## src/design/hfir_pkg.sv

```systemverilog
// shared widths, beat type and register indexes for the horizontal fir filter
// no dependencies; imported by every module of the block
package hfir_pkg;

   localparam int PIX_W      = 16;
   localparam int BYTE_W     = 8;
   localparam int COEF_W     = 12;
   localparam int COEF_SLOTS = 9;
   localparam int COEF_ALL_W = COEF_W * COEF_SLOTS;
   localparam int COEF_LO_W  = 60;
   localparam int COEF_HI_W  = 48;
   localparam int HW_W       = 3;
   localparam int HALF_LIMIT = 4;
   localparam int SCALE_W    = 18;
   localparam int BIAS_W     = 25;
   localparam int FRAC_W     = 16;
   localparam int BIAS_SHIFT = 8;
   localparam int ROUND_HALF = 32768;
   localparam int PROD_W     = PIX_W + 1 + COEF_W;
   localparam int SUM_W      = 32;
   localparam int MUL_W      = SUM_W + SCALE_W + 1;
   localparam int T_W        = MUL_W + 1;
   localparam int Q_W        = T_W - FRAC_W;
   localparam int MAX_NARROW = 255;
   localparam int MAX_DEEP   = 65535;

   localparam int CSR_IDX_W  = 3;
   localparam int CSR_DATA_W = 60;

   localparam logic [CSR_IDX_W-1:0] CSR_COEF_LOW  = 3'd0;
   localparam logic [CSR_IDX_W-1:0] CSR_COEF_HIGH = 3'd1;
   localparam logic [CSR_IDX_W-1:0] CSR_HALF      = 3'd2;
   localparam logic [CSR_IDX_W-1:0] CSR_SCALE     = 3'd3;
   localparam logic [CSR_IDX_W-1:0] CSR_BIAS      = 3'd4;
   localparam logic [CSR_IDX_W-1:0] CSR_FOLD      = 3'd5;
   localparam logic [CSR_IDX_W-1:0] CSR_DEEP      = 3'd6;

   typedef struct packed {
      logic                    valid;
      logic                    last;
      logic signed [SUM_W-1:0] sum;
   } hfir_beat_type;

endpackage

```

## src/design/hfir_scaler.sv

```systemverilog
// scale, bias, rounding and clamp stages ending in the result register
// depends on hfir_pkg for the beat type and widths
module hfir_scaler (
   input  logic                                clock,
   input  logic                                reset,
   input  logic                                advance,
   input  hfir_pkg::hfir_beat_type             beat_in,
   input  logic [hfir_pkg::SCALE_W-1:0]        scale,
   input  logic signed [hfir_pkg::BIAS_W-1:0]  bias,
   input  logic                                fold,
   input  logic                                deep,
   output logic                                out_valid,
   output logic [hfir_pkg::PIX_W-1:0]          out_pixel,
   output logic                                out_last
);
   import hfir_pkg::*;

   logic                    m_valid_ff, m_last_ff;
   logic signed [MUL_W-1:0] m_prod_ff, m_prod_in;
   logic                    a_valid_ff, a_last_ff;
   logic signed [T_W-1:0]   a_t_ff, a_t_in, offset;
   logic                    o_valid_ff, o_last_ff;
   logic [PIX_W-1:0]        o_pixel_ff, o_pixel_in;
   logic                    neg;
   logic [T_W-1:0]          mag;
   logic [Q_W-1:0]          quot, limit;

   assign m_prod_in = $signed(beat_in.sum) * $signed({1'b0, scale});
   assign offset    = ($signed(T_W'(bias)) <<< BIAS_SHIFT) + T_W'(ROUND_HALF);
   assign a_t_in    = T_W'(m_prod_ff) + offset;

   assign neg   = a_t_ff[T_W-1];
   assign mag   = neg ? (~a_t_ff + 1'b1) : a_t_ff;
   assign quot  = mag[T_W-1:FRAC_W];
   assign limit = deep ? Q_W'(MAX_DEEP) : Q_W'(MAX_NARROW);

   always_comb begin
      if (neg && !fold) begin
         o_pixel_in = '0;
      end else if (quot > limit) begin
         o_pixel_in = limit[PIX_W-1:0];
      end else begin
         o_pixel_in = quot[PIX_W-1:0];
      end
   end

   always_ff @(posedge clock) begin
      if (reset) begin
         m_valid_ff <= 1'b0;
         a_valid_ff <= 1'b0;
         o_valid_ff <= 1'b0;
      end else if (advance) begin
         m_valid_ff <= beat_in.valid;
         a_valid_ff <= m_valid_ff;
         o_valid_ff <= a_valid_ff;
      end
      if (advance) begin
         m_last_ff  <= beat_in.last;
         m_prod_ff  <= m_prod_in;
         a_last_ff  <= m_last_ff;
         a_t_ff     <= a_t_in;
         o_last_ff  <= a_last_ff;
         o_pixel_ff <= o_pixel_in;
      end
   end

   assign out_valid = o_valid_ff;
   assign out_pixel = o_pixel_ff;
   assign out_last  = o_last_ff;

endmodule

```

## config.mk

```make
export PLATFORM = sky130hd
export DESIGN_NAME = hfir_scaler
export DESIGN_NICKNAME = d
export VERILOG_FILES = /design/src/design/hfir_pkg.sv /design/src/design/hfir_scaler.sv
export SDC_FILE = /design/constraint.sdc
export NUM_CORES = 2
export LEC_CHECK = 0
export BUFFER_PORTS_ARGS = -buffer_cell sky130_fd_sc_hd__buf_2
export CORE_ASPECT_RATIO = 2
export CORE_MARGIN = 2
export CORE_UTILIZATION = 55
export DETAILED_ROUTE_END_ITERATION = 10
export PLACE_DENSITY = 0.8
export REMOVE_ABC_BUFFERS = 1
export SYNTH_ARGS = -nofsm -noshare
export SYNTH_HDL_FRONTEND = slang
export SYNTH_SLANG_ARGS = --single-unit
```

## constraint.sdc

```tcl
create_clock -name clock -period 16.55 [get_ports clock]
set_input_delay 0.8275 -clock clock [delete_from_list [all_inputs] [get_ports clock]]
set_output_delay 0.8275 -clock clock [all_outputs]
set_load 0.05 [all_outputs]
```

==> results.md <==
* Startpoint types: input port
* Hold path cells at 0
* CORE AREA at 50100 µm²
* Wire per inst at 20.8 µm
* Area leader, netlist: fa_1
* Tmin final at 7610 ps
* Commonest non-fill, non-tap cells in the layout: 642 x inv_1, 558 x fa_1, 381 x and2_1
* Final setup viols at 0
* CTS Hold Buffers Added at 0
* Endpoint class of the critical path: flip-flop
* Primary FF master, synth: edfxtp_1
* Slew @ Worst Pin at 1020 ps
* Synthesis-to-finish area growth at 5.30%
* Largest net degree at the start of global routing at 82
* Relative slew slack at 31.6%
* Post-CTS Setup Bufs at 0
* CTS Buf Count at 17
* Share of cells above drive strength 1 at 5.00%
* Placement Rows at 116
* Detailed Route Iter0 Violations at 965
* Clk sinks at 125
* Via count at 20.6k
* Post-Syn Area at 28000 µm²
* First-pass GRT wire length at 120000 µm
* Critical-path cell list: buf_2 -> and2_1 -> fa_1 -> fa_1 -> inv_1 -> fa_1 -> inv_1 -> fa_1 -> inv_1 -> fa_1 -> inv_1 -> fa_1 -> ha_1 -> o21ai_0 -> nand2b_1 -> a41oi_1 -> o31ai_1 -> a311oi_1 -> nor3_1 -> a21oi_1 -> o21bai_1 -> a21oi_1 -> xnor2_1
* Seq cells post-synth at 125
* Share of synthesized registers carrying an async set or reset at 0%
* Cell mode on critical path: fa_1
* Hold_sp: m_prod_ff[3]
* Pre-antenna DRT Iters at 5
* Post-CTS Resized at 0
* Clk slew on worst S/H paths at 60 ps
* WP depth at 23
* Vias per cell at 5.73
* Antenna-violating nets left at 0
* Initial antenna violation count at 2
* Hold Path Class: flip-flop to flip-flop
* Initial Util at 55.8%
* Worst Skew at 5.91 ps
* Number of fill cells at 4198
* Chip Height at 323 µm
* Nets@finish at 3789
* Die Width at 163 µm
* WS Path Type: input port to flip-flop
* Unrepaired setup endpoints after global routing: no
* Setup crit start: scale[2]
* Syn_area_per_cell at 9.58 µm²
* Critical R2R Launch: a_t_ff[12]
* Footprint of the multi-input gates at 21400 µm²
* Synthesized netlist cell count at 2917
* Slew Limit Fails at 0
* Root Buffer Master: clkbuf_16
* Top delay family on crit path: adder cells
* Run status: finished, final reports clean
* Ranking of synthesized cells by area: fa_1 40%, edfxtp_1 13%, ha_1 9.8%
* # diodes at 0
* Reg-to-Reg End: out_pixel[11]
* Final WL at 74800 µm
* FF-to-FF path depth at 16
* Most common cell after layout, fill and taps aside: inv_1
* Gpl congestion at 0.952
* Fin crit share at 46.0%
* Place WS at 8570 ps
* Achievable clock frequency at 131 MHz
* Number of synthesized flops with an enable pin at 122
* Latest clock arrival within the worst-skew pair at 420 ps
* Netlist cell types at 73
* WP data required at 16720 ps
* CP peak stage delay at 780 ps
* Congestion Overflow GR at 0
* Max-cap violation count at 0
* CTS Buffer Depth at 2
* Setup TNS at 0 ps
* Post-synthesis sequential area ratio at 13.3%
* Total track usage at 30.1%
* Drt drc at 0
* R2r setup slk at 11050 ps
* CP max stage cell: o31ai_1
* H-Tree Level Count at 4
* DIE AREA at 52800 µm²
* Ports at 100
* Crit-path max FO at 32
* Final HPWL DP at 61800 µm
* Setup WS post-layout at 8940 ps
* Final Hold Vio Count at 0
* Ys Warns at 0
* CTS tree: done
* Register area at 3720 µm²
* CP Data Arrival Time at 7780 ps
* Bufs and invs on worst path at 5
* Hold endpoint: a_t_ff[3]
* Port Buffers at 99
* Vias in the first global route at 23.7k
* Post-synth top area share at 40.0%
==> final cells by class <==
| class | count | share of cell area, % |
|---|---|---|
| Multi-Input combinational cell | 2042 | 72.7 |
| Timing Repair Buffer | 101 | 1.74 |
| Inverter | 642 | 8.19 |
| Clock buffer | 17 | 1.45 |
| Sequential cell | 125 | 12.6 |
| Clock inverter | 15 | 0.506 |
| Tap cell | 649 | 2.76 |
==> how the worst max path moves through the flow <==
stage                    endpoint  slack, ps
finish              m_prod_ff[48]       8940
global route        m_prod_ff[43]       8580
floorplan           m_prod_ff[43]       9750
global placement    m_prod_ff[42]       8640
detailed placement  m_prod_ff[43]       8570
CTS                 m_prod_ff[43]       9020
==> cell families after synthesis <==
family | after synthesis | share of synthesized area [%]
AO/OA/AOI/OAI | 304 | 6.93
XOR/XNOR | 110 | 3.45
adder cells (fa/ha/maj) | 778 | 49.8
buffers and inverters | 750 | 10.1
flip-flops | 125 | 13.3
multiplexers | 13 | 0.470
AND/OR/NAND/NOR | 837 | 15.9
==> worst register-to-register path, cell delays in order, from the launching register on <==
cell      delay [ps]
edfxtp_1         380
nor4_1           380
nand4_1          500
or3_1            640
nor4_2           410
nand2b_1         180
xnor2_1          160
ha_1             300
a21o_1           170
a21o_1           180
a21o_1           190
a221oi_1         250
o211ai_1         130
nor4_1           240
nand4_1          270
nor3_4           630
mux2i_1          210
==> per-stage QoR <==
step	instance area (µm²)	util, %	std cells	hold WS, ps
floorplan	27500	-	2809	400
global route	29400	58.8	3591	425
CTS	29400	58.8	3591	418
detailed placement	28900	57.6	3559	405
global placement	28900	57.6	3559	407
finish	29400	58.8	3591	417
==> sequential cells by signal, indices dropped and copies added, names as in the netlist <==
register and cells:
a_t_ff 52, m_prod_ff 51, out_pixel 16, a_last_ff 1, a_valid_ff 1, m_last_ff 1, m_valid_ff 1, out_last 1
out_valid 1
==> per-layer routing <==
metal | part of all wire (%) | track usage (%) | vias up
met5 | 0.021 | 0 | -
met4 | 12 | 28.5 | 4
met3 | 4.0 | 3.35 | 393
met2 | 55 | 56.7 | 788
met1 | 30 | 27.0 | 10400
li1 | - | - | 8978
==> Yosys cell counts, drive strengths merged (4+ instances only) <==
master  count
nor2b       8
o21bai     19
buf         7
nand4      13
nor2       61
and3       10
inv       642
and2      381
a21o       45
a21oi     101
nand2     271
nand2b     14
a221oi      6
xnor2      75
mux2i      12
a211oi      9
nor4       13
ha        220
a31oi      15
fa        558
o21ai      49
or2         4
xor2       35
nor3       20
o31ai      11
o211ai      8
nand3      25
edfxtp    122
or4         6
o21a        9
clkbuf    101
Power is left out: the tool's default activity adds up to more than one toggle a clock period on the data nets, which glitch-free logic cannot reach.
