===== src/design/hfir_pkg.sv =====
// shared widths, beat type and register indexes for the horizontal fir filter
// no dependencies; imported by every module of the block
package hfir_pkg;

   localparam int PIX_W      = 16;
   localparam int BYTE_W     = 8;
   localparam int COEF_W     = 12;
   localparam int COEF_SLOTS = 9;
   localparam int COEF_ALL_W = COEF_W * COEF_SLOTS;
   localparam int COEF_LO_W  = 60;
   localparam int COEF_HI_W  = 48;
   localparam int HW_W       = 3;
   localparam int HALF_LIMIT = 4;
   localparam int SCALE_W    = 18;
   localparam int BIAS_W     = 25;
   localparam int FRAC_W     = 16;
   localparam int BIAS_SHIFT = 8;
   localparam int ROUND_HALF = 32768;
   localparam int PROD_W     = PIX_W + 1 + COEF_W;
   localparam int SUM_W      = 32;
   localparam int MUL_W      = SUM_W + SCALE_W + 1;
   localparam int T_W        = MUL_W + 1;
   localparam int Q_W        = T_W - FRAC_W;
   localparam int MAX_NARROW = 255;
   localparam int MAX_DEEP   = 65535;

   localparam int CSR_IDX_W  = 3;
   localparam int CSR_DATA_W = 60;

   localparam logic [CSR_IDX_W-1:0] CSR_COEF_LOW  = 3'd0;
   localparam logic [CSR_IDX_W-1:0] CSR_COEF_HIGH = 3'd1;
   localparam logic [CSR_IDX_W-1:0] CSR_HALF      = 3'd2;
   localparam logic [CSR_IDX_W-1:0] CSR_SCALE     = 3'd3;
   localparam logic [CSR_IDX_W-1:0] CSR_BIAS      = 3'd4;
   localparam logic [CSR_IDX_W-1:0] CSR_FOLD      = 3'd5;
   localparam logic [CSR_IDX_W-1:0] CSR_DEEP      = 3'd6;

   typedef struct packed {
      logic                    valid;
      logic                    last;
      logic signed [SUM_W-1:0] sum;
   } hfir_beat_type;

endpackage


===== src/design/hfir_tap_cell.sv =====
// one multiply-accumulate cell of the tap chain
// depends on hfir_pkg for the beat type and widths
module hfir_tap_cell #(
   parameter int TAPS  = 9,
   parameter int INDEX = 0
) (
   input  logic                                clock,
   input  logic                                reset,
   input  logic                                advance,
   input  logic signed [hfir_pkg::COEF_W-1:0]  coef,
   input  hfir_pkg::hfir_beat_type             beat_in,
   input  logic [hfir_pkg::PIX_W-1:0]          pix_in [TAPS],
   output hfir_pkg::hfir_beat_type             beat_out,
   output logic [hfir_pkg::PIX_W-1:0]          pix_out [TAPS]
);
   import hfir_pkg::*;

   hfir_beat_type           beat_ff, beat_in_nx;
   logic [PIX_W-1:0]        pix_ff [TAPS];
   logic signed [PROD_W-1:0] prod;

   assign prod = $signed({1'b0, pix_in[INDEX]}) * coef;

   always_comb begin
      beat_in_nx = beat_in;
      beat_in_nx.sum = $signed(beat_in.sum) + SUM_W'(prod);
   end

   always_ff @(posedge clock) begin
      if (reset) begin
         beat_ff.valid <= 1'b0;
      end else if (advance) begin
         beat_ff.valid <= beat_in_nx.valid;
      end
      if (advance) begin
         beat_ff.last <= beat_in_nx.last;
         beat_ff.sum  <= beat_in_nx.sum;
         pix_ff       <= pix_in;
      end
   end

   assign beat_out = beat_ff;
   assign pix_out  = pix_ff;

endmodule


===== config.mk =====
export PLATFORM = sky130hd
export DESIGN_NAME = hfir_tap_cell
export DESIGN_NICKNAME = d
export VERILOG_FILES = /design/src/design/hfir_pkg.sv /design/src/design/hfir_tap_cell.sv
export SDC_FILE = /design/constraint.sdc
export NUM_CORES = 1
export LEC_CHECK = 0
export ABC_CLOCK_PERIOD_IN_PS = 15700
export BUFFER_PORTS_ARGS = -buffer_cell sky130_fd_sc_hd__buf_2
export CELL_PAD_IN_SITES_DETAIL_PLACEMENT = 0
export CELL_PAD_IN_SITES_GLOBAL_PLACEMENT = 1
export CORE_ASPECT_RATIO = 0.7
export CORE_MARGIN = 5
export CORE_UTILIZATION = 45
export CTS_CLUSTER_DIAMETER = 200
export DETAILED_ROUTE_END_ITERATION = 16
export HOLD_SLACK_MARGIN = 0.02
export PLACE_DENSITY_LB_ADDON = 0.1
export SYNTH_ARGS = -nofsm -noshare
export SYNTH_HDL_FRONTEND = slang
export SYNTH_SLANG_ARGS = --single-unit

===== constraint.sdc =====
create_clock -name clock -period 15.7 [get_ports clock]
set_input_delay 3.14 -clock clock [delete_from_list [all_inputs] [get_ports clock]]
set_output_delay 3.14 -clock clock [all_outputs]
set_load 0.05 [all_outputs]

==> impl_summary.log, run 1 <==
[metrics] destination of the worst hold path: beat_out[33]
[metrics] count of warnings emitted by yosys: 0
[metrics] Buf/Inv on CP: 5
[metrics] final setup TNS: 0 ns
[metrics] total iterations of the first detailed-routing run: 5
[metrics] number of port buffers: 370
[metrics] unrepaired setup endpoints after global routing: no
[metrics] syn_area_per_cell: ~12 µm²
[metrics] via/cell ratio: 4.94
[metrics] post-DR wirelength/cell: 19.0 µm
[metrics] most frequently used cell type in the post-synthesis netlist: sky130_fd_sc_hd__inv_1
[metrics] CTS clk-pin slew, worst paths: around 0.070 ns
[metrics] sequential element share of the synthesized area: just over 40%
[metrics] clock tree buffer depth: 2
[metrics] delay contributed by the slowest stage of the critical path: 0.53 ns
[metrics] ant diodes: 0
[metrics] quantity of gates resized following cts: 0
[metrics] max-capacitance violation count: 0
[metrics] clock tree root driver cell: sky130_fd_sc_hd__clkbuf_16
[metrics] number of cells on the worst hold path: 2
[metrics] number of nets in the layout: 1892
[metrics] multiplexer share of the synthesized area: 0.240%
[metrics] Main synth FF type: sky130_fd_sc_hd__edfxtp_1
[metrics] cell family with most CP delay: adder cells
[metrics] number of global-route vias before repair: 9166
[metrics] post-synthesis adder-cell area fraction: 35.8%
[metrics] floorplan die width: between 200 and 250 µm
[metrics] series of cell instances along the critical path: buf_2 > and2_1 > fa_1 > inv_1 > fa_1 > inv_1 > fa_1 > inv_1 > fa_1 > fa_1 > inv_1 > ha_1 > ha_1 > and3_1 > a221oi_2 > o21ai_2 > a31oi_1 > o21ai_0 > xor2_1
[metrics] Yosys reg bits: 178
[metrics] dominant combinational cell family by area after synthesis: adder cells
[metrics] wire length of the first global-routing pass: 52800 µm
[metrics] peak clock frequency supported by timing: 121 MHz
[metrics] share of the synthesized area in compound gates (AO/OA/AOI/OAI): 4.40%
[metrics] Yosys top cell by area: sky130_fd_sc_hd__edfxtp_1
[metrics] clock tree from TritonCTS: done
[metrics] Hold Slack: 0.509 ns
[metrics] Antenna Violating Nets Remaining: 0
[metrics] overall power consumption: between 3000 and 4000 µW
[metrics] total cell area at the placement stage: 0.0152 mm²
[metrics] Total Routed Length: 34600 µm
[metrics] path type of the worst min-delay path: flip-flop to flip-flop
[metrics] WP data arrival: between 8 and 9 ns
[metrics] Power Density: 230 mW/mm²
[metrics] core area: roughly 0.029 mm²
[metrics] overall fraction of global-route tracks in use: 21.3%
[metrics] synthesized area: 0.0130 mm²
[metrics] final setup fails: 0
[metrics] FP Rows: between 50 and 60
[metrics] fraction of final layout cells sized beyond drive strength 1: ~29%
[metrics] number of H-tree levels: 4
[metrics] type of the worst setup path: input pin to flip-flop
[metrics] area of the die: 0.0326 mm²
[metrics] WP data required: 15.86 ns
[metrics] Final HPWL DP: 28500 µm
[metrics] Initial Util: 45.4%
[metrics] gp weighted congestion: 0.835
[metrics] Netlist cell types: 54
[metrics] Slew Limit Headroom: roughly 46%
[metrics] async set or reset register ratio after synthesis: 0%
[metrics] Mapped Cells: 1073
[metrics] transition at the pin with the smallest max-transition slack: 0.807 ns
[metrics] overflow left after global routing: 0
[metrics] Post-CTS Hold Fix Bufs: 0
[metrics] cell types occupying the most area after synthesis: sky130_fd_sc_hd__edfxtp_1 (41%), sky130_fd_sc_hd__fa_1 (26%), sky130_fd_sc_hd__ha_1 (10%)
[metrics] pin count of the biggest net entering global routing: 64
[metrics] top cell types by occurrence after synthesis: sky130_fd_sc_hd__inv_1 (216), sky130_fd_sc_hd__edfxtp_1 (177), sky130_fd_sc_hd__fa_1 (167)
[metrics] CTS Buf Count: 17
[metrics] y dimension of the die: between 150 and 200 µm
[metrics] reg-to-reg slack, setup: 15.11 ns
[metrics] nets in the synthesized netlist: 1539
[metrics] area fraction of the dominant cell type after synthesis: roughly two fifths
[metrics] Most Frequent Cell on Critical Path: sky130_fd_sc_hd__fa_1
[metrics] initial antenna violation count: 1
[metrics] final hold vios: 0
[metrics] kind of end point of the critical path: flip-flop
[metrics] clock latency on the worst-skew pair: 0.44 ns
[metrics] number of DRC violations after detailed-routing iteration 0: 465
[metrics] Design Area, Final: 0.0158 mm²
[metrics] post-CTS setup-driven buffer insertion count: 0
[metrics] R2R cell count: 2
[metrics] CTS sink count: 178
[metrics] Max Clock Skew: 0 ns
[metrics] Vias: 8977
[metrics] reg-to-reg critical path endpoint: beat_out[33]
[metrics] crit share post-route: 52.6%
[metrics] number of synthesized flops with an enable pin: 177
[metrics] count of final max-slew check failures: 0
[metrics] slowest cell on the critical path: sky130_fd_sc_hd__fa_1
[metrics] maximum fanout along the worst path: 16
[metrics] P&R area growth vs syn: 21.1%
[metrics] xor/xnor cell area share of the yosys netlist: 1.88%
[metrics] startpoint of the worst-slack reg-to-reg timing path: beat_out[33]
[metrics] CP Launch Type: input pin
[metrics] residual DRC count: 0
[metrics] status: finished, final reports clean
[metrics] share of synthesized cell area in and, or, nand and nor gates: 9.45%
[metrics] minimum clock period after layout: 8.26 ns
[metrics] HP Start: beat_out[33]
[metrics] maximum VDD drop: roughly 0.00022 V
[metrics] leakage power total: about 0.0076 µW
[metrics] number of placed I/O pins: approximately 370
-- tightest hold or removal path, cell delays in order, from the launching register on --
cell and delay (ns):
sky130_fd_sc_hd__dfxtp_1 0.34, sky130_fd_sc_hd__mux2i_1 0.07, sky130_fd_sc_hd__nor2_1 0.07
-- per-layer routing --
| metal | share of wire [%] | track usage (%) |
|---|---|---|
| met5 | 0 | 0 |
| met4 | 1.7 | 5.02 |
| met3 | 5.3 | 4.22 |
| met2 | 50 | 34.7 |
| met1 | 43 | 29.7 |
-- logic make-up after synthesis --
kind of cell / Yosys count
AND/OR/NAND/NOR: 250
flip-flops: 178
adder cells (fa/ha/maj): 273
XOR/XNOR: 28
buffers and inverters: 255
multiplexers: 3
AO/OA/AOI/OAI: 86
-- power breakdown --
| part | total (µW) | switching (µW) | internal, µW |
|---|---|---|---|
| combinational | 2490 | 1600 | 889 |
| sequential | 728 | 20.5 | 708 |
| clock | 413 | 204 | 208 |
| total | 3630 | 1820 | 1810 |
-- sequential cells by signal, indices dropped and copies added (netlist names) --
| signal | cells |
|---|---|
| pix_out | 144 |
| beat_out | 34 |
-- cells in the final DEF (no fill, tap or decap), drive strengths merged, types with 2 or more instances in the layout --
cell type / count
o21ai: 23
and3: 4
a221oi: 2
a21o: 7
o21a: 4
nand4: 5
nor4: 2
nor3: 4
edfxtp: 177
xnor2: 22
a21boi: 2
xor2: 6
clkbuf: 19
nor2: 24
ha: 106
inv: 223
nand2: 117
a21oi: 31
nand3: 2
mux2i: 2
o211ai: 3
fa: 167
and2: 81
clkinv: 6
a211oi: 4
a41oi: 2
and4: 2
nand2b: 5
buf: 372
-- through the flow --
step                cells  util (%)  setup WS, ns
global route         1817      54.9          7.19
global placement     1785      53.0          6.94
floorplan            1073         -          7.48
detailed placement   1785      53.0          7.00
finish               1817      54.9          7.44
CTS                  1817      54.9          7.44
-- layout make-up --
type                            instances  area (µm²)
Sequential cell                       178        5340
Tap cell                              378         473
Inverter                              217         815
Clock inverter                         13         118
Fill cell                            2629       13000
Clock buffer                           19         433
Multi-Input combinational cell        640        6750
Timing Repair Buffer                  372        1870
-- worst max-delay path by stage --
stage	endpoint	cells past startpoint	startpoint
floorplan	beat_out[29]	17	pix_in[139]
global placement	beat_out[22]	19	coef[0]
detailed placement	beat_out[22]	19	coef[0]
CTS	beat_out[22]	19	coef[0]
global route	beat_out[22]	19	coef[0]
finish	beat_out[22]	19	coef[0]
Note: power is estimated with default switching activity, not from simulation.
==> inputs of run 2 (changes only) <==
--- a/config.mk
+++ b/config.mk
@@ -5,13 +5,14 @@
 export SDC_FILE = /design/constraint.sdc
 export NUM_CORES = 1
 export LEC_CHECK = 0
-export ABC_CLOCK_PERIOD_IN_PS = 15700
+export ABC_AREA = 1
+export ABC_CLOCK_PERIOD_IN_PS = 7000
 export BUFFER_PORTS_ARGS = -buffer_cell sky130_fd_sc_hd__buf_2
 export CELL_PAD_IN_SITES_DETAIL_PLACEMENT = 0
 export CELL_PAD_IN_SITES_GLOBAL_PLACEMENT = 1
 export CORE_ASPECT_RATIO = 0.7
 export CORE_MARGIN = 5
-export CORE_UTILIZATION = 45
+export CORE_UTILIZATION = 37
 export CTS_CLUSTER_DIAMETER = 200
 export DETAILED_ROUTE_END_ITERATION = 16
 export HOLD_SLACK_MARGIN = 0.02
==> constraint.sdc (replaced) <==
create_clock -name clock -period 7 [get_ports clock]
set_input_delay 1.4 -clock clock [delete_from_list [all_inputs] [get_ports clock]]
set_output_delay 1.4 -clock clock [all_outputs]
set_load 0.05 [all_outputs]
==> run 2 against run 1 <==
Critical endpoint is now beat_out[29]. Clock skew unchanged. Clock power rose to 2.6 times the previous value. Register-to-register slack worse by 8.7 ns. First-iteration DRC count up 0.65%. Design area up 6.1%. Largest cell class unchanged. Sequential cell count unchanged.
==> impl_summary.log, run 2 <==
[metrics] Final HPWL DP: 30200 µm
[metrics] final setup fails: 0
[metrics] destination of the worst hold path: beat_out[33]
[metrics] path type of the worst min-delay path: flip-flop to flip-flop
[metrics] WP data required: 7.21 ns
[metrics] total iterations of the first detailed-routing run: 5
[metrics] top library cells by usage in the layout, fill and taps aside: sky130_fd_sc_hd__inv_1 (378), sky130_fd_sc_hd__buf_2 (369), sky130_fd_sc_hd__nand2_1 (348), sky130_fd_sc_hd__edfxtp_1 (177), sky130_fd_sc_hd__fa_1 (167)
[metrics] slowest cell on the critical path: sky130_fd_sc_hd__fa_1
[metrics] WP data arrival: 6.29 ns
[metrics] via/cell ratio: approximately 4.4
[metrics] reg-to-reg slack, setup: between 6 and 7 ns
[metrics] reg-to-reg critical path endpoint: beat_out[33]
[metrics] number of H-tree levels: 4
[metrics] Max Clock Skew: 0 ns
[metrics] most common cell after layout, fill and taps aside: sky130_fd_sc_hd__inv_1
[metrics] residual DRC count: 0
[metrics] Yosys top cell by area: sky130_fd_sc_hd__edfxtp_1
[metrics] unrepaired setup endpoints after global routing: no
[metrics] FP Rows: 59
[metrics] clock tree from TritonCTS: done
[metrics] overall fraction of global-route tracks in use: 17.7%
[metrics] P&R area growth vs syn: 21.9%
[metrics] share of the synthesized area in compound gates (AO/OA/AOI/OAI): 0.937%
[metrics] number of synthesized flops with an enable pin: 177
[metrics] CTS clk-pin slew, worst paths: 0.08 ns
[metrics] clock share of power: around an eighth
[metrics] internal power summed over all cells: 4150 µW
[metrics] syn_area_per_cell: 10.1 µm²
[metrics] series of cell instances along the critical path: buf_2 > inv_1 > or2_2 > fa_1 > fa_1 > inv_1 > fa_1 > fa_1 > fa_1 > fa_1 > ha_1 > nand2_2 > inv_1 > nand2_1 > nand2_1 > nand3b_2 > nand2_1 > nand2_1 > nand2_1 > nand2_1
[metrics] type of the worst setup path: input pin to flip-flop
[metrics] total cell area at the placement stage: about 0.016 mm²
[metrics] HP Start: beat_out[33]
[metrics] floorplan die width: 240 µm
[metrics] clock latency on the worst-skew pair: 0.45 ns
[metrics] area of the die: 0.0412 mm²
[metrics] cell types occupying the most area after synthesis: sky130_fd_sc_hd__edfxtp_1 (39%), sky130_fd_sc_hd__fa_1 (24%), sky130_fd_sc_hd__inv_1 (10%)
[metrics] area fraction of the dominant cell type after synthesis: roughly 39%
[metrics] max-capacitance violation count: 0
[metrics] CTS Buf Count: 17
[metrics] Netlist cell types: 30
[metrics] Post-CTS Hold Fix Bufs: 0
[metrics] Yosys reg bits: 178
[metrics] Total Routed Length: 36600 µm
[metrics] final hold vios: 0
[metrics] Vias: 9853
[metrics] minimum clock period after layout: a little over 6 ns
[metrics] post-CTS setup-driven buffer insertion count: 0
[metrics] delay contributed by the slowest stage of the critical path: 0.51 ns
[metrics] async set or reset register ratio after synthesis: 0%
[metrics] clock tree root driver cell: sky130_fd_sc_hd__clkbuf_16
[metrics] share of synthesized cell area in and, or, nand and nor gates: 13.8%
[metrics] number of cells on the worst hold path: 2
[metrics] post-synthesis adder-cell area fraction: roughly 34%
[metrics] Mapped Cells: ~1400
[metrics] Buf/Inv on CP: 4
[metrics] Switching Share: 53.8%
[metrics] Antenna Violating Nets Remaining: 0
[metrics] most frequently used cell type in the post-synthesis netlist: sky130_fd_sc_hd__inv_1
[metrics] final setup TNS: 0 ns
[metrics] Initial Util: 37.3%
[metrics] nets in the synthesized netlist: 1831
[metrics] transition at the pin with the smallest max-transition slack: 0.840 ns
[metrics] R2R cell count: 2
[metrics] combinational group share of total power: a little over two thirds
[metrics] clock tree buffer depth: 2
[metrics] kind of end point of the critical path: flip-flop
[metrics] switching component of the power: 4830 µW
[metrics] sequential element share of the synthesized area: 38.8%
[metrics] ant diodes: 0
[metrics] cell family with most CP delay: adder cells
[metrics] status: finished, final reports clean
[metrics] number of nets in the layout: 2185
[metrics] top cell types by occurrence after synthesis: sky130_fd_sc_hd__inv_1 (378), sky130_fd_sc_hd__nand2_1 (348), sky130_fd_sc_hd__edfxtp_1 (177)
[metrics] fraction of final layout cells sized beyond drive strength 1: 25.5%
[metrics] quantity of gates resized following cts: 0
[metrics] wire length of the first global-routing pass: approximately 56000 µm
[metrics] multiplexer share of the synthesized area: 0.0728%
[metrics] pin count of the biggest net entering global routing: 94
[metrics] initial antenna violation count: 0
[metrics] gp weighted congestion: between 0.8 and 0.9
[metrics] synthesized area: 0.0138 mm²
[metrics] y dimension of the die: roughly 170 µm
[metrics] core area: between 0.03 and 0.04 mm²
[metrics] crit share post-route: 86.8%
[metrics] count of warnings emitted by yosys: 0
[metrics] Design Area, Final: 0.0168 mm²
[metrics] dominant combinational cell family by area after synthesis: adder cells
[metrics] leakage power total: 0.00908 µW
[metrics] number of global-route vias before repair: 9793
[metrics] maximum VDD drop: approximately 0.00037 V
[metrics] maximum fanout along the worst path: 10
[metrics] number of port buffers: 370
[metrics] peak clock frequency supported by timing: 165 MHz
[metrics] number of placed I/O pins: 371
[metrics] CP Launch Type: input pin
[metrics] Slew Limit Headroom: between 40% and 50%
[metrics] Main synth FF type: sky130_fd_sc_hd__edfxtp_1
[metrics] post-DR wirelength/cell: between 15 and 20 µm
[metrics] count of final max-slew check failures: 0
[metrics] CTS sink count: 178
[metrics] xor/xnor cell area share of the yosys netlist: 1.08%
[metrics] number of DRC violations after detailed-routing iteration 0: between 400 and 500
[metrics] share of total power in sequential cells: 18.0%
[metrics] startpoint of the worst-slack reg-to-reg timing path: beat_out[33]
[metrics] flip-flop count of the largest register, all copies and words added: 144
[metrics] overflow left after global routing: 0
[metrics] Power Density: 536 mW/mm²
## run 2: changes by cell type in the layout (fill, tap and decap cells not counted), moves of 11 or more
cell,change
sky130_fd_sc_hd__xnor2_1,-18
sky130_fd_sc_hd__nand3_1,+21
sky130_fd_sc_hd__and2_1,-80
sky130_fd_sc_hd__nor2_1,+18
sky130_fd_sc_hd__o21ai_0,-20
sky130_fd_sc_hd__inv_1,+162
sky130_fd_sc_hd__nand2_2,+11
sky130_fd_sc_hd__a21oi_1,-13
sky130_fd_sc_hd__nand2_1,+231
## run 2: per-stage QoR
| stage | utilization (%) | setup WS [ns] | hold slack (ns) | instances | total power, µW |
|---|---|---|---|---|---|
| 2_1_floorplan | - | 0.765 | 0.733 | 1365 | 6360 |
| 3_3_place_gp | 43.6 | 0.514 | 0.478 | 2188 | 8080 |
| 3_5_place_dp | 43.6 | 0.485 | 0.487 | 2188 | 8060 |
| 4_1_cts | 45.4 | 0.945 | 0.505 | 2220 | 9190 |
| 5_1_grt | 45.4 | 0.680 | 0.566 | 2220 | 9960 |
| 6_report | 45.4 | 0.926 | 0.496 | 2220 | 8980 |
## run 2: routing by layer
layer	global-route usage (%)	wire, µm	share of wire (%)	vias up
met5	0	0	0	-
met4	3.90	384	1.1	0
met3	2.76	1860	5.1	22
met2	28.9	17600	48	216
met1	25.3	16700	46	4849
li1	-	-	-	4766
## run 2: logic make-up (layout without fill, tap and decap cells)
kind of cell | count (synthesis) | count (layout)
simple gates | 456 | 456
fa+ha+maj | 273 | 273
flops | 178 | 178
xor+xnor | 17 | 17
mux | 1 | 1
buf+inv | 418 | 785
compound gates | 22 | 22
## run 2: area by class of cell
cell class | instances | area (µm²)
clock buffers | 17 | 425
inverters | 379 | 1420
fillers | 3699 | 20100
clock inverters | 15 | 229
flip-flops and latches | 178 | 5340
multi-input cells | 769 | 6850
repair buffers | 374 | 1890
well taps | 488 | 611
## run 2: worst max-delay path by stage
| stage | depth (start not counted) | from | endpoint |
|---|---|---|---|
| 3_5_place_dp | 20 | coef[11] | beat_out[21] |
| 3_3_place_gp | 19 | coef[11] | beat_out[31] |
| 4_1_cts | 20 | coef[11] | beat_out[29] |
| 5_1_grt | 23 | coef[11] | beat_out[31] |
| 2_1_floorplan | 20 | coef[3] | beat_out[29] |
| 6_report | 20 | coef[11] | beat_out[29] |
## run 2: worst min-delay path, stage by stage (launching register included)
cell	delay, ns
sky130_fd_sc_hd__dfxtp_1	0.33
sky130_fd_sc_hd__mux2i_1	0.06
sky130_fd_sc_hd__nor2_1	0.07
## run 2: power groups by stage
stage / clock (µW) / sequential [µW] / combinational (µW)
after floorplan: 0 / 2190 / 4170
after global placement: 0 / 1640 / 6440
after detailed placement: 0 / 1640 / 6420
after CTS: 1100 / 1620 / 6470
after global routing: 1150 / 1630 / 7190
final: 1070 / 1610 / 6300
==> inputs of run 3 (changes only) <==
--- a/config.mk
+++ b/config.mk
@@ -5,14 +5,14 @@
 export SDC_FILE = /design/constraint.sdc
 export NUM_CORES = 1
 export LEC_CHECK = 0
-export ABC_AREA = 1
+export ABC_AREA = 0
 export ABC_CLOCK_PERIOD_IN_PS = 7000
 export BUFFER_PORTS_ARGS = -buffer_cell sky130_fd_sc_hd__buf_2
 export CELL_PAD_IN_SITES_DETAIL_PLACEMENT = 0
 export CELL_PAD_IN_SITES_GLOBAL_PLACEMENT = 1
 export CORE_ASPECT_RATIO = 0.7
 export CORE_MARGIN = 5
-export CORE_UTILIZATION = 37
+export CORE_UTILIZATION = 38
 export CTS_CLUSTER_DIAMETER = 200
 export DETAILED_ROUTE_END_ITERATION = 16
 export HOLD_SLACK_MARGIN = 0.02
==> run 3 against run 2 <==
Non-clock buffer count is 25 higher. Maximum frequency shrank 5.6%. Cell count decreased by 13%. Utilization grew 2.7 points. Critical path type unchanged. Highest routed layer unchanged.
==> impl_summary.log, run 3 (synthesis results as in run 1) <==
[metrics] WP data required: a little over 7 ns
[metrics] post-DR wirelength/cell: 18.8 µm
[metrics] Power Density: 523 mW/mm²
[metrics] CP Launch Type: input pin
[metrics] final setup TNS: 0 ns
[metrics] top library cells by usage in the layout, fill and taps aside: sky130_fd_sc_hd__buf_2 (369), sky130_fd_sc_hd__inv_1 (216), sky130_fd_sc_hd__edfxtp_1 (177), sky130_fd_sc_hd__fa_1 (167), sky130_fd_sc_hd__nand2_1 (117)
[metrics] kind of end point of the critical path: flip-flop
[metrics] reg-to-reg slack, setup: 6.40 ns
[metrics] most common cell after layout, fill and taps aside: sky130_fd_sc_hd__buf_2
[metrics] pin count of the biggest net entering global routing: 179
[metrics] number of port buffers: 370
[metrics] CTS clk-pin slew, worst paths: 0.07 ns
[metrics] Final HPWL DP: 30200 µm
[metrics] floorplan die width: ~230 µm
[metrics] wire length of the first global-routing pass: around 54000 µm
[metrics] final hold vios: 0
[metrics] clock latency on the worst-skew pair: 0.43 ns
[metrics] number of global-route vias before repair: 9207
[metrics] startpoint of the worst-slack reg-to-reg timing path: beat_out[33]
[metrics] fraction of final layout cells sized beyond drive strength 1: 30.6%
[metrics] number of nets in the layout: about 1900
[metrics] y dimension of the die: approximately 170 µm
[metrics] count of final max-slew check failures: 0
[metrics] number of H-tree levels: 4
[metrics] clock tree buffer depth: 2
[metrics] clock tree from TritonCTS: done
[metrics] Max Clock Skew: 0 ns
[metrics] total iterations of the first detailed-routing run: 5
[metrics] quantity of gates resized following cts: 0
[metrics] max-capacitance violation count: 0
[metrics] Hold Slack: 0.519 ns
[metrics] number of placed I/O pins: between 300 and 400
[metrics] Antenna Violating Nets Remaining: 0
[metrics] overflow left after global routing: 0
[metrics] Post-CTS Hold Fix Bufs: 0
[metrics] core area: between 0.03 and 0.04 mm²
[metrics] P&R area growth vs syn: 24.2%
[metrics] Initial Util: 38.7%
[metrics] final setup slack of the worst path: between 0.5 and 0.6 ns
[metrics] via/cell ratio: 4.70
[metrics] R2R cell count: 2
[metrics] reg-to-reg critical path endpoint: beat_out[33]
[metrics] sequential cell area: 0.00534 mm²
[metrics] path type of the worst min-delay path: flip-flop to flip-flop
[metrics] WP data arrival: ~6.6 ns
[metrics] overall fraction of global-route tracks in use: 19.0%
[metrics] minimum clock period after layout: around 6.4 ns
[metrics] area of the multi-input gates: 0.00675 mm²
[metrics] status: finished, final reports clean
[metrics] transition at the pin with the smallest max-transition slack: 1.14 ns
[metrics] crit share post-route: 92.0%
[metrics] Layout fillers: between 3000 and 4000
[metrics] type of the worst setup path: input pin to flip-flop
[metrics] residual DRC count: 0
[metrics] maximum fanout along the worst path: 13
[metrics] CTS sink count: 178
[metrics] overall power consumption: 8480 µW
[metrics] number of DRC violations after detailed-routing iteration 0: 513
[metrics] Critical path origin: pix_in[135]
[metrics] gp weighted congestion: 0.840
[metrics] leakage power total: 0.00780 µW
[metrics] unrepaired setup endpoints after global routing: no
[metrics] worst setup path endpoint: beat_out[22]
[metrics] clock tree root driver cell: sky130_fd_sc_hd__clkbuf_16
[metrics] HP Start: beat_out[33]
[metrics] Total Routed Length: 36400 µm
[metrics] final setup fails: 0
[metrics] Slew Limit Headroom: roughly 24%
[metrics] worst setup slack before clock tree synthesis: 0.136 ns
[metrics] maximum VDD drop: 0.000493 V
[metrics] peak clock frequency supported by timing: 155 MHz
[metrics] Vias: 9086
[metrics] post-CTS setup-driven buffer insertion count: 0
[metrics] initial antenna violation count: 6
[metrics] CTS Buf Count: 17
[metrics] flip-flop count of the largest register, all copies and words added: 144
[metrics] FP Rows: 56
[metrics] area of the die: 0.0382 mm²
run 3: cell count changes in the layout (fill, tap and decap cells not counted), sizes merged, moves of 13 or more:
cell / delta
and2: +80
inv: -166
xnor2: +18
nand3: -24
buf: +26
o21ai: +23
a21oi: +13
nor2: -26
nand2: -242
run 3: worst min-delay path by stage:
stage	depth (start not counted)	slack (ns)	endpoint
floorplan	2	0.73	beat_out[33]
global placement	2	0.48	beat_out[33]
detailed placement	2	0.51	beat_out[33]
CTS	2	0.53	beat_out[33]
global route	2	0.58	beat_out[33]
finish	2	0.52	beat_out[33]
run 3: final cells by class:
cell class | instances | area share, %
Antenna cell | 4 | 0.0618
Clock buffer | 17 | 2.63
Clock inverter | 15 | 1.14
Inverter | 217 | 5.03
Multi-Input combinational cell | 640 | 41.7
Sequential cell | 178 | 32.9
Tap cell | 464 | 3.58
Timing Repair Buffer | 399 | 13.0
run 3: per-stage QoR:
| step | area (µm²) | util, % | instances |
|---|---|---|---|
| 6_report | 16200 | 48.1 | 1934 |
| 5_1_grt | 16200 | 48.1 | 1934 |
| 4_1_cts | 16200 | 48.1 | 1930 |
| 3_5_place_dp | 15600 | 46.2 | 1898 |
| 3_3_place_gp | 15600 | 46.2 | 1898 |
| 2_1_floorplan | 13000 | - | 1073 |
run 3: critical path: stages:
cell                       delay [ns]
sky130_fd_sc_hd__buf_2           0.20
sky130_fd_sc_hd__and2_1          0.19
sky130_fd_sc_hd__fa_1            0.54
sky130_fd_sc_hd__inv_1           0.05
sky130_fd_sc_hd__fa_1            0.49
sky130_fd_sc_hd__inv_1           0.06
sky130_fd_sc_hd__fa_1            0.50
sky130_fd_sc_hd__inv_1           0.06
sky130_fd_sc_hd__fa_1            0.49
sky130_fd_sc_hd__fa_1            0.49
sky130_fd_sc_hd__inv_1           0.04
sky130_fd_sc_hd__ha_1            0.27
sky130_fd_sc_hd__ha_1            0.33
sky130_fd_sc_hd__and3_1          0.21
sky130_fd_sc_hd__a221oi_2        0.44
sky130_fd_sc_hd__o21ai_2         0.16
sky130_fd_sc_hd__a31oi_1         0.31
sky130_fd_sc_hd__o21ai_0         0.18
sky130_fd_sc_hd__xor2_1          0.18
run 3: power by group:
part	total (µW)	leakage (µW)	internal (µW)	switching (µW)
Clock	985	0.000293	487	499
Sequential	1630	0.00174	1590	46.3
Combinational	5860	0.00576	2180	3690
run 3: per-layer routing:
layer | track usage (%) | wire (µm) | part of all wire [%] | vias up
met1 | 26.3 | 16300 | 45 | 4663
met3 | 2.73 | 1410 | 3.9 | 32
met2 | 31.7 | 18100 | 50 | 195
met4 | 5.24 | 603 | 1.7 | 0
li1 | - | - | - | 4196
met5 | 0 | 0 | 0 | -
